[src/rtl/rpr_pkg.sv]
`timescale 1ns / 1ps
`default_nettype none

package rpr_pkg;

    localparam int SAMPLE_BITS = 12;
    localparam int NUM_W       = SAMPLE_BITS + 1;
    localparam int REM_W       = SAMPLE_BITS + 8;
    localparam int Q_BITS      = 7;
    localparam int QCNT_W      = $clog2(Q_BITS);
    localparam int PCT_SCALE   = 200;

    localparam logic [7:0] SOF_BYTE      = 8'hAA;
    localparam logic [7:0] PING_OP       = 8'h01;
    localparam logic [7:0] PONG_OP       = 8'h02;
    localparam logic [7:0] PONG_LEN      = 8'h01;
    localparam logic [7:0] PCT_FULL      = 8'd100;
    localparam logic [SAMPLE_BITS-1:0] DRY_RESET = SAMPLE_BITS'(3000);
    localparam logic [SAMPLE_BITS-1:0] WET_RESET = SAMPLE_BITS'(1000);
    localparam logic [7:0] OWN_RESET     = 8'h01;

    localparam logic [2:0] TX_SOF    = 3'd0;
    localparam logic [2:0] TX_ADDR   = 3'd1;
    localparam logic [2:0] TX_CMD    = 3'd2;
    localparam logic [2:0] TX_LEN    = 3'd3;
    localparam logic [2:0] TX_PCT    = 3'd4;
    localparam logic [2:0] TX_SUM    = 3'd5;

    localparam logic [1:0] REG_OWN_ADDR = 2'd0;
    localparam logic [1:0] REG_DRY      = 2'd1;
    localparam logic [1:0] REG_WET      = 2'd2;

    typedef enum logic [2:0] {
        PH_HUNT = 3'd0,
        PH_ADDR = 3'd1,
        PH_CMD  = 3'd2,
        PH_LEN  = 3'd3,
        PH_DATA = 3'd4,
        PH_SUM  = 3'd5
    } parse_phase_t;

    typedef enum logic [1:0] {
        ST_RECV = 2'd0,
        ST_PREP = 2'd1,
        ST_DIV  = 2'd2,
        ST_SEND = 2'd3
    } ctl_state_t;

    typedef struct packed {
        logic accept;
        logic load;
        logic step;
        logic send_adv;
    } ctl_cmd_t;

    typedef struct packed {
        logic ping_hit;
        logic div_last;
        logic send_last;
    } dp_stat_t;

endpackage

`default_nettype wire

[src/rtl/rpr_if.sv]
`timescale 1ns / 1ps
`default_nettype none

interface rpr_in_if import rpr_pkg::*; ();
    logic                   valid;
    logic                   ready;
    logic [7:0]             rx_byte;
    logic [SAMPLE_BITS-1:0] adc_raw;

    modport source (output valid, output rx_byte, output adc_raw, input ready);
    modport sink   (input valid, input rx_byte, input adc_raw, output ready);
endinterface

interface rpr_out_if;
    logic       valid;
    logic       ready;
    logic [7:0] tx_byte;
    logic       last_byte;

    modport source (output valid, output tx_byte, output last_byte, input ready);
    modport sink   (input valid, input tx_byte, input last_byte, output ready);
endinterface

`default_nettype wire

[src/rtl/rpr_ctrl.sv]
`timescale 1ns / 1ps
`default_nettype none

module rpr_ctrl import rpr_pkg::*;
(
    input  wire logic     clk,
    input  wire logic     rst_n,
    input  wire logic     in_valid,
    output logic          in_ready,
    input  wire logic     out_ready,
    output logic          out_valid,
    input  wire dp_stat_t stat,
    output ctl_cmd_t      cmd
);

    ctl_state_t state_reg;
    ctl_state_t state_next;

    always_ff @(posedge clk or negedge rst_n)
    begin
        if (!rst_n)
        begin
            state_reg <= ST_RECV;
        end
        else
        begin
            state_reg <= state_next;
        end
    end

    always_comb
    begin
        state_next = state_reg;
        unique case (state_reg)
            ST_RECV:
            begin
                if (in_valid && stat.ping_hit)
                begin
                    state_next = ST_PREP;
                end
            end
            ST_PREP:
            begin
                state_next = ST_DIV;
            end
            ST_DIV:
            begin
                if (stat.div_last)
                begin
                    state_next = ST_SEND;
                end
            end
            ST_SEND:
            begin
                if (out_ready && stat.send_last)
                begin
                    state_next = ST_RECV;
                end
            end
            default:
            begin
                state_next = ST_RECV;
            end
        endcase
    end

    always_comb
    begin
        in_ready     = 1'b0;
        out_valid    = 1'b0;
        cmd          = '0;
        unique case (state_reg)
            ST_RECV:
            begin
                in_ready   = 1'b1;
                cmd.accept = in_valid;
            end
            ST_PREP:
            begin
                cmd.load = 1'b1;
            end
            ST_DIV:
            begin
                cmd.step = 1'b1;
            end
            ST_SEND:
            begin
                out_valid    = 1'b1;
                cmd.send_adv = out_ready;
            end
            default:
            begin
                in_ready = 1'b0;
            end
        endcase
    end

endmodule

`default_nettype wire

[src/rtl/rpr_datapath.sv]
`timescale 1ns / 1ps
`default_nettype none

module rpr_datapath import rpr_pkg::*;
(
    input  wire logic                   clk,
    input  wire logic                   rst_n,
    input  wire ctl_cmd_t               cmd,
    output dp_stat_t                    stat,
    input  wire logic [7:0]             own_address,
    input  wire logic [SAMPLE_BITS-1:0] dry_level,
    input  wire logic [SAMPLE_BITS-1:0] wet_level,
    input  wire logic [7:0]             rx_byte,
    input  wire logic [SAMPLE_BITS-1:0] adc_raw,
    output logic [7:0]                  tx_byte,
    output logic                        last_byte
);

    // frame parser
    parse_phase_t phase_reg, phase_next;
    logic [7:0]   addr_reg, addr_next;
    logic [7:0]   cmd_reg, cmd_next;
    logic [7:0]   left_reg, left_next;
    logic [7:0]   sum_reg, sum_next;
    logic [7:0]   left_dec;

    // percent divider
    logic [SAMPLE_BITS-1:0] raw_reg;
    logic [REM_W-1:0]       rem_reg, rem_next;
    logic [REM_W-1:0]       div_reg, div_next;
    logic [Q_BITS-1:0]      q_reg, q_next;
    logic [QCNT_W-1:0]      cnt_reg, cnt_next;
    logic                   zero_reg, zero_next;
    logic                   full_reg, full_next;
    logic [2:0]             idx_reg, idx_next;

    logic signed [NUM_W-1:0] num_s, den_s, num_a, den_a;
    logic                    pct_zero, pct_full;
    logic [REM_W-1:0]        rem_init, div_init;
    logic [7:0]              pct;

    always_ff @(posedge clk or negedge rst_n)
    begin
        if (!rst_n)
        begin
            phase_reg <= PH_HUNT;
            addr_reg  <= '0;
            cmd_reg   <= '0;
            left_reg  <= '0;
            sum_reg   <= '0;
            cnt_reg   <= '0;
            idx_reg   <= '0;
        end
        else
        begin
            phase_reg <= phase_next;
            addr_reg  <= addr_next;
            cmd_reg   <= cmd_next;
            left_reg  <= left_next;
            sum_reg   <= sum_next;
            cnt_reg   <= cnt_next;
            idx_reg   <= idx_next;
        end
    end

    always_ff @(posedge clk)
    begin
        if (cmd.accept)
        begin
            raw_reg <= adc_raw;
        end
        rem_reg  <= rem_next;
        div_reg  <= div_next;
        q_reg    <= q_next;
        zero_reg <= zero_next;
        full_reg <= full_next;
    end

    assign left_dec = left_reg - 8'd1;

    always_comb
    begin
        phase_next = phase_reg;
        addr_next  = addr_reg;
        cmd_next   = cmd_reg;
        left_next  = left_reg;
        sum_next   = sum_reg;
        if (cmd.accept)
        begin
            unique case (phase_reg)
                PH_HUNT:
                begin
                    if (rx_byte == SOF_BYTE)
                    begin
                        sum_next   = '0;
                        phase_next = PH_ADDR;
                    end
                end
                PH_ADDR:
                begin
                    addr_next  = rx_byte;
                    sum_next   = rx_byte;
                    phase_next = PH_CMD;
                end
                PH_CMD:
                begin
                    cmd_next   = rx_byte;
                    sum_next   = sum_reg + rx_byte;
                    phase_next = PH_LEN;
                end
                PH_LEN:
                begin
                    left_next  = rx_byte;
                    sum_next   = sum_reg + rx_byte;
                    phase_next = (rx_byte == 8'd0) ? PH_SUM : PH_DATA;
                end
                PH_DATA:
                begin
                    sum_next  = sum_reg + rx_byte;
                    left_next = left_dec;
                    if (left_dec == 8'd0)
                    begin
                        phase_next = PH_SUM;
                    end
                end
                PH_SUM:
                begin
                    phase_next = PH_HUNT;
                end
                default:
                begin
                    phase_next = PH_HUNT;
                end
            endcase
        end
    end

    // num and den folded to den > 0; percent = floor((200*num + den) / (2*den))
    always_comb
    begin
        num_s = $signed({1'b0, dry_level}) - $signed({1'b0, raw_reg});
        den_s = $signed({1'b0, dry_level}) - $signed({1'b0, wet_level});
        if (den_s[NUM_W-1])
        begin
            num_a = -num_s;
            den_a = -den_s;
        end
        else
        begin
            num_a = num_s;
            den_a = den_s;
        end
        pct_zero = (den_a == '0) || num_a[NUM_W-1] || (num_a == '0);
        pct_full = !pct_zero && (num_a >= den_a);
        rem_init = ({8'b0, num_a[SAMPLE_BITS-1:0]} * REM_W'(PCT_SCALE))
                   + {8'b0, den_a[SAMPLE_BITS-1:0]};
        div_init = {1'b0, den_a[SAMPLE_BITS-1:0], 1'b0, {(Q_BITS-1){1'b0}}};
    end

    always_comb
    begin
        rem_next  = rem_reg;
        div_next  = div_reg;
        q_next    = q_reg;
        cnt_next  = cnt_reg;
        zero_next = zero_reg;
        full_next = full_reg;
        idx_next  = idx_reg;
        if (cmd.load)
        begin
            rem_next  = rem_init;
            div_next  = div_init;
            q_next    = '0;
            cnt_next  = '0;
            zero_next = pct_zero;
            full_next = pct_full;
            idx_next  = TX_SOF;
        end
        if (cmd.step)
        begin
            if (rem_reg >= div_reg)
            begin
                rem_next = rem_reg - div_reg;
                q_next   = {q_reg[Q_BITS-2:0], 1'b1};
            end
            else
            begin
                q_next = {q_reg[Q_BITS-2:0], 1'b0};
            end
            div_next = div_reg >> 1;
            cnt_next = cnt_reg + QCNT_W'(1);
        end
        if (cmd.send_adv)
        begin
            idx_next = idx_reg + 3'd1;
        end
    end

    assign pct = zero_reg ? 8'd0 : (full_reg ? PCT_FULL : {{(8-Q_BITS){1'b0}}, q_reg});

    always_comb
    begin
        case (idx_reg)
            TX_SOF:  tx_byte = SOF_BYTE;
            TX_ADDR: tx_byte = own_address;
            TX_CMD:  tx_byte = PONG_OP;
            TX_LEN:  tx_byte = PONG_LEN;
            TX_PCT:  tx_byte = pct;
            TX_SUM:  tx_byte = own_address + PONG_OP + PONG_LEN + pct;
            default: tx_byte = 8'd0;
        endcase
    end

    assign last_byte = (idx_reg == TX_SUM);

    assign stat.ping_hit  = (phase_reg == PH_SUM) && (rx_byte == sum_reg)
                            && (addr_reg == own_address) && (cmd_reg == PING_OP);
    assign stat.div_last  = (cnt_reg == QCNT_W'(Q_BITS - 1));
    assign stat.send_last = (idx_reg == TX_SUM);

endmodule

`default_nettype wire

[src/rtl/rs485_ping_responder.sv]
`timescale 1ns / 1ps
`default_nettype none

// A received word is taken while the responder waits for input; one that is not a checksum
// of a matching ping leaves no result. A matching checksum word is followed by
// a setup step and the restoring percent divider, then six pong
// words, one per cycle while the sink is ready. No word is taken meanwhile.
// Reset: parser hunts for the start byte, own_address=1, dry=3000, wet=1000.
module rs485_ping_responder import rpr_pkg::*;
(
    input  wire logic        clk,
    input  wire logic        rst_n,
    input  wire logic        psel,
    input  wire logic        penable,
    input  wire logic        pwrite,
    input  wire logic [3:0]  paddr,
    input  wire logic [31:0] pwdata,
    output logic [31:0]      prdata,
    output logic             pready,
    rpr_in_if.sink           in_ch,
    rpr_out_if.source        out_ch
);

    logic [7:0]             own_reg;
    logic [SAMPLE_BITS-1:0] dry_reg;
    logic [SAMPLE_BITS-1:0] wet_reg;
    logic                   wr_en;
    ctl_cmd_t               cmd;
    dp_stat_t               stat;

    assign pready = 1'b1;
    assign wr_en  = psel && penable && pwrite;

    always_ff @(posedge clk or negedge rst_n)
    begin
        if (!rst_n)
        begin
            own_reg <= OWN_RESET;
            dry_reg <= DRY_RESET;
            wet_reg <= WET_RESET;
        end
        else if (wr_en)
        begin
            unique case (paddr[3:2])
                REG_OWN_ADDR: own_reg <= pwdata[7:0];
                REG_DRY:      dry_reg <= pwdata[SAMPLE_BITS-1:0];
                REG_WET:      wet_reg <= pwdata[SAMPLE_BITS-1:0];
                default:      own_reg <= own_reg;
            endcase
        end
    end

    always_comb
    begin
        unique case (paddr[3:2])
            REG_OWN_ADDR: prdata = {24'b0, own_reg};
            REG_DRY:      prdata = {{(32-SAMPLE_BITS){1'b0}}, dry_reg};
            REG_WET:      prdata = {{(32-SAMPLE_BITS){1'b0}}, wet_reg};
            default:      prdata = 32'b0;
        endcase
    end

    rpr_ctrl u_ctrl (
        .clk       (clk),
        .rst_n     (rst_n),
        .in_valid  (in_ch.valid),
        .in_ready  (in_ch.ready),
        .out_ready (out_ch.ready),
        .out_valid (out_ch.valid),
        .stat      (stat),
        .cmd       (cmd)
    );

    rpr_datapath u_dp (
        .clk         (clk),
        .rst_n       (rst_n),
        .cmd         (cmd),
        .stat        (stat),
        .own_address (own_reg),
        .dry_level   (dry_reg),
        .wet_level   (wet_reg),
        .rx_byte     (in_ch.rx_byte),
        .adc_raw     (in_ch.adc_raw),
        .tx_byte     (out_ch.tx_byte),
        .last_byte   (out_ch.last_byte)
    );

endmodule

`default_nettype wire
[src/flat_wrapper.sv]
// flat-port wrapper written by rule: the top's interface ports become plain ports
module rs485_ping_responder_flat import rpr_pkg::*;
  (clk, rst_n, psel, penable, pwrite, paddr, pwdata, prdata, pready, in_ch_valid, in_ch_rx_byte, in_ch_adc_raw, in_ch_ready, out_ch_valid, out_ch_tx_byte, out_ch_last_byte, out_ch_ready);
  rpr_in_if in_ch_i ();
  rpr_out_if out_ch_i ();
  input  wire logic clk;
  input  wire logic rst_n;
  input  wire logic psel;
  input  wire logic penable;
  input  wire logic pwrite;
  input  wire logic [3:0] paddr;
  input  wire logic [31:0] pwdata;
  output logic [31:0] prdata;
  output logic pready;
  input wire logic [$bits(in_ch_i.valid)-1:0] in_ch_valid;
  input wire logic [$bits(in_ch_i.rx_byte)-1:0] in_ch_rx_byte;
  input wire logic [$bits(in_ch_i.adc_raw)-1:0] in_ch_adc_raw;
  output wire logic [$bits(in_ch_i.ready)-1:0] in_ch_ready;
  output wire logic [$bits(out_ch_i.valid)-1:0] out_ch_valid;
  output wire logic [$bits(out_ch_i.tx_byte)-1:0] out_ch_tx_byte;
  output wire logic [$bits(out_ch_i.last_byte)-1:0] out_ch_last_byte;
  input wire logic [$bits(out_ch_i.ready)-1:0] out_ch_ready;
  assign in_ch_i.valid = in_ch_valid;
  assign in_ch_i.rx_byte = in_ch_rx_byte;
  assign in_ch_i.adc_raw = in_ch_adc_raw;
  assign in_ch_ready = in_ch_i.ready;
  assign out_ch_valid = out_ch_i.valid;
  assign out_ch_tx_byte = out_ch_i.tx_byte;
  assign out_ch_last_byte = out_ch_i.last_byte;
  assign out_ch_i.ready = out_ch_ready;
  rs485_ping_responder u_core (.clk(clk), .rst_n(rst_n), .psel(psel), .penable(penable), .pwrite(pwrite), .paddr(paddr), .pwdata(pwdata), .prdata(prdata), .pready(pready), .in_ch(in_ch_i), .out_ch(out_ch_i));
endmodule
[config.mk]
export PLATFORM = sky130hd
export DESIGN_NAME = rs485_ping_responder_flat
export DESIGN_NICKNAME = d
export VERILOG_FILES = /design/src/rtl/rpr_pkg.sv /design/src/rtl/rpr_if.sv /design/src/rtl/rpr_ctrl.sv /design/src/rtl/rpr_datapath.sv /design/src/rtl/rs485_ping_responder.sv /design/src/flat_wrapper.sv
export SDC_FILE = /design/constraint.sdc
export NUM_CORES = 1
export LEC_CHECK = 0
export ABC_AREA = 1
export BUFFER_PORTS_ARGS = -buffer_cell sky130_fd_sc_hd__buf_2
export CAP_MARGIN = 5
export CORE_MARGIN = 1.5
export CORE_UTILIZATION = 60
export DETAILED_ROUTE_END_ITERATION = 8
export GPL_TIMING_DRIVEN = 0
export PLACE_DENSITY = 0.84
export SLEW_MARGIN = 10
export SYNTH_ARGS = -nofsm -noshare
export SYNTH_HDL_FRONTEND = slang
export SYNTH_SLANG_ARGS = --single-unit
[constraint.sdc]
create_clock -name clk -period 13.6 [get_ports clk]
set_input_delay 4.08 -clock clk [delete_from_list [all_inputs] [get_ports clk]]
set_output_delay 4.08 -clock clk [all_outputs]
set_load 0.005 [all_outputs]
==> results of run 1 <==
## Yosys cell counts (19+ instances only)
library cell               number  area, um2
sky130_fd_sc_hd__dfxtp_1       20        400
sky130_fd_sc_hd__xor2_1        30        263
sky130_fd_sc_hd__nand4_1       30        188
sky130_fd_sc_hd__a21oi_1       81        405
sky130_fd_sc_hd__clkbuf_1      20       75.1
sky130_fd_sc_hd__nand2_1      438       1640
sky130_fd_sc_hd__edfxtp_1      40       1200
sky130_fd_sc_hd__buf_4         21        158
sky130_fd_sc_hd__nand2_2       19        119
sky130_fd_sc_hd__ha_1         139       1740
sky130_fd_sc_hd__o21ai_0      126        631
sky130_fd_sc_hd__dfrtp_1       61       1530
sky130_fd_sc_hd__nand3_1       80        400
sky130_fd_sc_hd__nor2_1       110        413
sky130_fd_sc_hd__inv_1        278       1040
sky130_fd_sc_hd__xnor2_1       24        210
## cell families after synthesis
group / count (synthesis) / share of synthesized area [%]
compound gates: 292 / 13.4
xor+xnor: 56 / 4.09
fa+ha+maj: 151 / 16.0
buf+inv: 344 / 11.4
flops: 135 / 28.3
other cells: 2 / 0.0608
simple gates: 747 / 26.7
## placed cells by master, fill, tap and decap left out, types with 17 or more instances in the layout
master                      count
sky130_fd_sc_hd__nand2_1      438
sky130_fd_sc_hd__inv_1        278
sky130_fd_sc_hd__ha_1         139
sky130_fd_sc_hd__o21ai_0      126
sky130_fd_sc_hd__nor2_1       110
sky130_fd_sc_hd__a21oi_1       81
sky130_fd_sc_hd__nand3_1       80
sky130_fd_sc_hd__buf_2         63
sky130_fd_sc_hd__dfrtp_1       61
sky130_fd_sc_hd__edfxtp_1      40
sky130_fd_sc_hd__nand4_1       30
sky130_fd_sc_hd__xor2_1        30
sky130_fd_sc_hd__xnor2_1       24
sky130_fd_sc_hd__buf_4         22
sky130_fd_sc_hd__conb_1        21
sky130_fd_sc_hd__clkbuf_1      20
sky130_fd_sc_hd__dfxtp_1       20
sky130_fd_sc_hd__nand2_2       19
sky130_fd_sc_hd__o211ai_1      18
sky130_fd_sc_hd__inv_2         17
sky130_fd_sc_hd__nor3_1        17
sky130_fd_sc_hd__clkbuf_16     17
## path summary, 6_finish.rpt
| kind | end | from |
|---|---|---|
| worst min register to register | u_core.wet_reg[4]$_DFFE_PN0P_ | u_core.wet_reg[4]$_DFFE_PN0P_ |
| max in group asynchronous | u_core.own_reg[0]$_DFFE_PN1P_ | rst_n |
| worst min-delay path | u_core.wet_reg[4]$_DFFE_PN0P_ | u_core.wet_reg[4]$_DFFE_PN0P_ |
| worst max-delay path | prdata[10] | paddr[3] |
| min in group asynchronous | u_core.u_dp.sum_reg[5]$_DFFE_PN0P_ | rst_n |
| worst max register to register | u_core.u_dp.rem_reg[16]$_DFF_P_ | u_core.dry_reg[0]$_DFFE_PN0P_ |
## metal layers
layer | GRT usage, % | up-vias
li1 | - | 5806
met4 | 10.3 | 0
met1 | 37.6 | 5254
met2 | 47.3 | 392
met3 | 4.19 | 64
met5 | 0 | -
## layout make-up
cell class	count	area, um2	area share, %
flip-flops and latches	135	3500	25.5
multi-input cells	1267	7520	54.9
repair buffers	64	345	2.52
clock inverters	14	155	1.13
clock buffers	18	439	3.20
plain buffers	48	302	2.20
inverters	296	1110	8.11
well taps	270	338	2.46
## worst max-delay path: cells and delay by family
| family | cells | cell delay, ns |
|---|---|---|
| compound gates | 1 | 0.15 |
| buf+inv | 3 | 0.70 |
| simple gates | 2 | 0.38 |
## stage by stage
step / area, um2 / util, %
6_report: 13700 / 67.7
5_1_grt: 13700 / 67.7
4_1_cts: 13700 / 67.7
3_5_place_dp: 13100 / 64.8
3_3_place_gp: 13100 / 64.7
2_1_floorplan: 12400 / -
==> reports/results.tsv, run 1 <==
metric	value	unit
run_status	finished, final reports clean	
first_global_vias	10900	
max_capacitance_violation_total	0	
final_layout_fill_cell_count	1662	
finalSetupViolCount	0	
slowest_delay	0.41	ns
floorplan.initialDensity	61.1	%
setup-tns-final	0	ns
rsz_0062_raised_after_global_routing	no	
cts.sink_count	135	
rd_place_congestion	0.943	
cts_inserted_buffers	17	
pre_cts_worst_setup_slack	4.30	ns
ctsResizeCount	0	
post-route-min-period	9.39	ns
critical_path.endpoint_type	output port	
pin_count_of_the_biggest_net_entering_global_routing	53	
relative_max_transition_margin	22.9	%
chip_height	147	um
cts_post_setup_buffers_inserted	0	
maxUsedRoutingLayer	met4	
met2_length	13800	um
synth-edff-count	40	
io_pins	107	
hp-class	reg -> reg	
drive_gt1_share	12.1	%
worstPathMaxFanout	10	
grt_overflow_total	0	
critical-path-top-cell-by-count	sky130_fd_sc_hd__buf_2	
worstPathCellList	buf_2 -> nor2_1 -> clkbuf_1 -> nand2_1 -> o21ai_0 -> buf_2	
grt_first_pass_wirelength	50200	um
synth.ff_latch_count	135	
postRouteWirelength	29600	um
critPathLaunchType	input port	
row_count	52	
floorplan.die_area	0.0215	mm2
post_drt_wl_per_cell	14.0	um
r2r_cells	34	
reg2reg_setup_slack	7.29	ns
syn_area_per_cell	7.16	um2
worst-setup-path-type	in -> out	
netlist_area	0.0124	mm2
remaining_antenna_violation_count	0	
detailed_place_hpwl	23400	um
die_width	147	um
post_synth_inst_count	1727	
vias	11500	
final-max-slew-violation-count	0	
clkLatencyLatePin	0.44	ns
count_of_cells_along_the_worst_hold_path	2	
cts.clk_slew.worst_paths	0.07	ns
crit_arrival	5.31	ns
final_net_count	2043	
antenna_violations_before_repair	0	
max_slew.worst_pin.slew	1.16	ns
vias_per_cell	5.45	
clock_skew	0.0207	ns
critPathSlowestCell	sky130_fd_sc_hd__clkbuf_1	
placed_cells	2080	
grt_use_total	28.4	%
drtPass1Iterations	5	
clock_tree.buffer_depth	2	
cts-root-buf	sky130_fd_sc_hd__clkbuf_16	
first_iter_violations	854	
placeableCoreArea	0.0202	mm2
worst_hold_slack	0.487	ns
layout_worst_path_cycle_share	69.1	%
required	9.52	ns
number_of_flip_flops_under_the_largest_register_name	20	
ys_seq_area_share	28.3	%
layout.cells.non_filler	2112	
antennaDiodeCount	0	
worst_slack	4.21	ns
synth-warning-count	0	
io_buffers	63	
hold_fix_buffer_count_after_cts	0	
fmax	106	MHz
wl_met1	13400	um
wl_met3	1720	um
clock_tree.htree_level_count	4	
hold_viol_final	0	
drc_errors	0	
area_growth_syn_to_layout	10.9	%
synthFlopType	sky130_fd_sc_hd__dfrtp_1	
post_synth_num_cell_types	62	
asyncSetResetFlopFracSynth	55.6	%
cts_tree	built	
Power of run 1 is left out: the tool's default activity adds up to more than one toggle a clock period on the data nets, which glitch-free logic cannot reach.
==> run 2, diff against run 1 <==
ABC_AREA = 0   (was 1)
CORE_UTILIZATION = 56   (was 60)
PLACE_DENSITY = 0.83   (was 0.84)
clock period = 8.1 ns   (was 13.6 ns; I/O delays follow)
==> run 2 against run 1 <==
  * Sequential cell count did not move
  * Via count fell by 9.8%
  * Synthesized area fell by 2.5%
  * Wire length fell by 1.6%
  * Largest cell class unchanged
  * Highest routed layer unchanged
==> reports/results.tsv, run 2 <==
metric	value	unit
final_layout_fill_cell_count	1717	
setup-tns-final	0	ns
slowest_delay	0.45	ns
critPathLaunchType	flop	
crit_arrival	7.70	ns
crit_buf_inv	5	
hp-class	reg -> reg	
footprint_of_the_multi_input_gates	0.00775	mm2
rd_place_congestion	0.918	
maxUsedRoutingLayer	met4	
cts-root-buf	sky130_fd_sc_hd__clkbuf_16	
detailed_place_hpwl	22100	um
synth.ff_latch_count	135	
worst-setup-path-type	reg -> reg	
yosys.area_share.xor_xnor	6.91	%
synth_compound_gate_area_share	18.9	%
remaining_antenna_violation_count	0	
grt_use_total	26.6	%
final-max-slew-violation-count	0	
wl_met3	1600	um
area_growth_syn_to_layout	11.1	%
cts.sink_count	135	
clock_skew	0.0110	ns
synth-edff-count	40	
yosys.area_share.simple	15.5	%
post_drt_wl_per_cell	16.6	um
critical-path-top-cell-by-count	sky130_fd_sc_hd__ha_1	
max_capacitance_violation_total	0	
vias	10400	
commonest_cells_after_routing_fill_and_taps_aside	139 x sky130_fd_sc_hd__ha_1, 133 x sky130_fd_sc_hd__inv_1, 106 x sky130_fd_sc_hd__nor2_1	
critPathSlowestCell	sky130_fd_sc_hd__fa_1	
worst_slack	0.670	ns
first_global_vias	9976	
max_slew.worst_pin.slew	1.18	ns
ys_seq_area_share	29.0	%
drc_errors	0	
row_count	53	
post-route-min-period	7.43	ns
synth_top_family_by_area	compound AO/OA/AOI/OAI gates	
netlist_area	0.0120	mm2
postRouteWirelength	29200	um
grt_overflow_total	0	
io_pins	107	
post_synth_inst_count	1369	
netlist.area_leader.share	14.4	%
fmax	135	MHz
hold_fix_buffer_count_after_cts	0	
drtPass1Iterations	8	
clock_tree.htree_level_count	4	
required	8.37	ns
pre_cts_worst_setup_slack	0.639	ns
muxShareOfSynthArea	5.66	%
worstPathMaxFanout	10	
drive_gt1_share	14.2	%
worst_path_dominant_cell_family	adder cells	
first_iter_violations	807	
mostFrequentLayoutCell	sky130_fd_sc_hd__ha_1	
wl_met1	12600	um
synth_area_leaders	sky130_fd_sc_hd__ha_1 14%, sky130_fd_sc_hd__dfrtp_1 13%, sky130_fd_sc_hd__edfxtp_1 10%, sky130_fd_sc_hd__xnor2_1 4.5%, sky130_fd_sc_hd__inv_1 4.1%	
grt_first_pass_wirelength	47800	um
cts_tree	built	
clkLatencyLatePin	0.43	ns
antennaDiodeCount	0	
relative_max_transition_margin	21.3	%
synth_most_common_cell	sky130_fd_sc_hd__ha_1	
chip_height	150	um
cts.clk_slew.worst_paths	0.07	ns
cts_inserted_buffers	17	
worst_hold_slack	0.492	ns
vias_per_cell	5.91	
critical_path.endpoint_type	flop	
finalSetupViolCount	0	
die_width	150	um
clock_tree.buffer_depth	2	
reg2reg_setup_slack	0.67	ns
placeableCoreArea	0.0211	mm2
synthFlopType	sky130_fd_sc_hd__dfrtp_1	
run_status	finished, final reports clean	
hold_viol_final	0	
met2_length	14000	um
synth_area_leader_cell	sky130_fd_sc_hd__ha_1	
asyncSetResetFlopFracSynth	55.6	%
synth.top_cells.by_count	139 x sky130_fd_sc_hd__ha_1, 133 x sky130_fd_sc_hd__inv_1, 106 x sky130_fd_sc_hd__nor2_1	
syn_area_per_cell	8.80	um2
post_synth_num_cell_types	99	
floorplan.initialDensity	57.1	%
layout_worst_path_cycle_share	91.7	%
final_net_count	1684	
rsz_0062_raised_after_global_routing	no	
io_buffers	62	
floorplan.die_area	0.0224	mm2
synth_adder_area_share	16.6	%
flip_flop_and_latch_area	0.00350	mm2
number_of_flip_flops_under_the_largest_register_name	20	
antenna_violations_before_repair	0	
synth-warning-count	0	
pin_count_of_the_biggest_net_entering_global_routing	60	
-- run 2: cell count changes after synthesis, moves of 22 or more --
cell,previous run,this run
sky130_fd_sc_hd__nand2_1,438,93
sky130_fd_sc_hd__inv_1,278,133
sky130_fd_sc_hd__and2_1,0,25
sky130_fd_sc_hd__mux2i_1,0,22
sky130_fd_sc_hd__mux2_2,0,41
sky130_fd_sc_hd__nand3_1,80,21
sky130_fd_sc_hd__xnor2_1,24,62
sky130_fd_sc_hd__o21ai_0,126,94
-- run 2: worst reg2reg max path: cells and delay by family (launching register included) --
kind | cells | cell delay [ns]
XOR/XNOR | 4 | 1.04
AO/OA/AOI/OAI | 5 | 1.24
adder cells (fa/ha/maj) | 6 | 1.95
AND/OR/NAND/NOR | 7 | 1.82
buffers and inverters | 5 | 0.85
flip-flops | 1 | 0.37
-- run 2: final timing paths --
check | from | end | depth (start not counted)
max in group asynchronous | rst_n | u_core.wet_reg[6]$_DFFE_PN1P_ | 2
worst max register to register | u_core.dry_reg[0]$_DFFE_PN0P_ | u_core.u_dp.rem_reg[19]$_DFF_P_ | 27
worst max-delay path | u_core.dry_reg[0]$_DFFE_PN0P_ | u_core.u_dp.rem_reg[19]$_DFF_P_ | 27
worst min register to register | u_core.u_dp.sum_reg[2]$_DFFE_PN0P_ | u_core.u_dp.sum_reg[2]$_DFFE_PN0P_ | 2
worst min-delay path | u_core.u_dp.sum_reg[2]$_DFFE_PN0P_ | u_core.u_dp.sum_reg[2]$_DFFE_PN0P_ | 2
min in group asynchronous | rst_n | u_core.u_dp.cmd_reg[2]$_DFFE_PN0P_ | 1
-- run 2: cells by family after synthesis --
family	Yosys count
AOI/OAI and AO/OA	345
buffers and inverters	200
xor gates and xnor gates	95
muxes	63
other	2
DFF	135
adders and majority gates	153
and+or+nand+nor	376
-- run 2: per-stage QoR --
stage | std cells | instance area, um2 | utilization, %
after floorplan | 1388 | 12100 | -
after global placement | 1725 | 12800 | 60.6
after detailed placement | 1726 | 12800 | 60.7
after CTS | 1758 | 13400 | 63.4
after global routing | 1758 | 13400 | 63.5
final | 1758 | 13400 | 63.5
-- run 2: final cells by class --
type / instances / share of cell area (%)
buffer: 65 / 2.89
clock buffer: 17 / 3.18
clock inverter: 15 / 1.06
inverter: 135 / 3.79
multi-input combinational: 1053 / 57.9
sequential: 135 / 26.1
tap: 275 / 2.57
timing repair buffer: 63 / 2.54
-- run 2: repair_timing --
item / in CTS / in global routing
buffers inserted: 0 / 0
gates resized for setup: 0 / 2
setup endpoints to repair: 0 / 1
hold endpoints to repair: 0 / 0
-- run 2: per-layer routing --
metal	vias up	GRT usage, %
li1	5018	-
met1	4923	33.6
met2	376	45.1
met3	66	3.78
met4	0	12.2
met5	-	0
Power of run 2 is left out for the same reason.
==> run 3, diff against run 2 <==
ABC_AREA = 1   (was 0)
==> run 3 against run 2 <==
  * Sequential cell count stayed put
  * Clock skew rose by 0.0082 ns
  * Wire length increased by 6.0%
  * First-iteration DRC count grew 12%
  * Sequential share of layout area is 0.66 points lower
  * Via count up 11%
  * Register-to-register slack gained 0.96 ns
  * Global-route usage grew 1.1 points
  * Setup slack better by 0.96 ns
  * Critical path depth grew 7
  * Count of clock-buffer cells in the layout stayed put
==> reports/results.tsv, run 3 (synthesis results as in run 1) <==
metric	value	unit
grt_first_pass_wirelength	51000	um
pin_count_of_the_biggest_net_entering_global_routing	54	
cts_post_setup_buffers_inserted	0	
flip_flop_and_latch_area	0.00350	mm2
place_area	0.0131	mm2
run_status	finished, final reports clean	
floorplan.die_area	0.0230	mm2
postRouteWirelength	30900	um
hold_viol_final	0	
footprint_of_the_multi_input_gates	0.00752	mm2
critPathLaunchType	flop	
cts-root-buf	sky130_fd_sc_hd__clkbuf_16	
rsz_0062_raised_after_global_routing	no	
grt_use_total	27.7	%
crit_buf_inv	7	
drtPass1Iterations	5	
final_layout_fill_cell_count	1897	
io_buffers	63	
layout_worst_path_cycle_share	79.9	%
critical_path.endpoint_type	flop	
remaining_antenna_violation_count	0	
clock_skew	0.0192	ns
post-route-min-period	6.47	ns
max_capacitance_violation_total	0	
vias	11500	
chip_height	152	um
commonest_cells_after_routing_fill_and_taps_aside	438 x sky130_fd_sc_hd__nand2_1, 278 x sky130_fd_sc_hd__inv_1, 139 x sky130_fd_sc_hd__ha_1	
clkLatencyLatePin	0.43	ns
critical_path.reg2reg.endpoint	u_core.u_dp.rem_reg[16]$_DFF_P_	
final-max-slew-violation-count	0	
placeableCoreArea	0.0218	mm2
io_pins	107	
hold_fix_buffer_count_after_cts	0	
cts_tree	built	
stdcell_area	0.0137	mm2
count_of_cells_along_the_worst_hold_path	2	
worst-setup-path-type	reg -> reg	
worst_path_dominant_cell_family	adder cells	
cts.sink_count	135	
crit_arrival	6.83	ns
cts.clk_slew.worst_paths	0.07	ns
floorplan.initialDensity	56.8	%
clock_tree.htree_level_count	4	
vias_per_cell	5.43	
required	8.45	ns
antennaDiodeCount	0	
worst_hold_startpoint	u_core.u_dp.cmd_reg[4]$_DFFE_PN0P_	
mostFrequentLayoutCell	sky130_fd_sc_hd__nand2_1	
ctsResizeCount	0	
drc_errors	0	
clock_tree.buffer_depth	2	
area_growth_syn_to_layout	11.1	%
final_net_count	2043	
setup-tns-final	0	ns
first_iter_violations	907	
finalSetupViolCount	0	
max_slew.worst_pin.slew	1.21	ns
timing.rr.start	u_core.dry_reg[0]$_DFFE_PN0P_	
worstPathMaxFanout	10	
post_drt_wl_per_cell	14.6	um
hp-class	reg -> reg	
detailed_place_hpwl	24100	um
row_count	54	
critPathSlowestCell	sky130_fd_sc_hd__fa_1	
launch_point_of_the_worst_path	u_core.dry_reg[0]$_DFFE_PN0P_	
relative_max_transition_margin	19.5	%
rd_place_congestion	0.955	
slowest_delay	0.50	ns
fmax	154	MHz
drive_gt1_share	12.1	%
min_to	u_core.u_dp.cmd_reg[4]$_DFFE_PN0P_	
die_width	152	um
grt_overflow_total	0	
reg2reg_setup_slack	1.63	ns
cts_inserted_buffers	17	
first_global_vias	11000	
number_of_flip_flops_under_the_largest_register_name	20	
r2r_cells	34	
antenna_violations_before_repair	0	
==> run 3: layer usage <==
layer	wire [um]	global-route usage, %
met1	14000	36.1
met2	14700	47.4
met3	1520	3.59
met4	703	9.38
met5	0	0
==> run 3: metrics by stage <==
stage | util (%) | instances | hold slack (ns) | setup slack (ns)
after global placement | 60.2 | 2089 | 0.457 | 1.95
after floorplan | - | 1746 | 0.446 | 2.44
after CTS | 63.1 | 2122 | 0.487 | 1.67
final | 63.1 | 2122 | 0.488 | 1.63
after detailed placement | 60.3 | 2090 | 0.469 | 1.72
after global routing | 63.1 | 2122 | 0.509 | 1.14
==> run 3: final cells by class <==
class	count	share of cell area, %
multi-input cells	1267	54.8
repair buffers	64	2.51
clock inverters	15	1.31
clock buffers	17	3.10
plain buffers	48	2.20
well taps	280	2.55
inverters	296	8.09
flip-flops and latches	135	25.5
==> run 3: tightest hold or removal path: stages (launching register included) <==
cell and delay, ns:
sky130_fd_sc_hd__dfrtp_1 0.34, sky130_fd_sc_hd__nand2_1 0.05, sky130_fd_sc_hd__o21ai_0 0.06
==> run 3: how the worst max path moves through the flow <==
stage / end / slack, ns / cells after the start
global placement: u_core.u_dp.rem_reg[16]$_DFF_P_ / 1.95 / 34
finish: u_core.u_dp.rem_reg[16]$_DFF_P_ / 1.63 / 34
CTS: u_core.u_dp.rem_reg[16]$_DFF_P_ / 1.67 / 34
floorplan: u_core.u_dp.rem_reg[16]$_DFF_P_ / 2.44 / 34
global route: u_core.u_dp.rem_reg[16]$_DFF_P_ / 1.14 / 32
detailed placement: u_core.u_dp.rem_reg[16]$_DFF_P_ / 1.72 / 34
Power of run 3 is left out for the same reason.
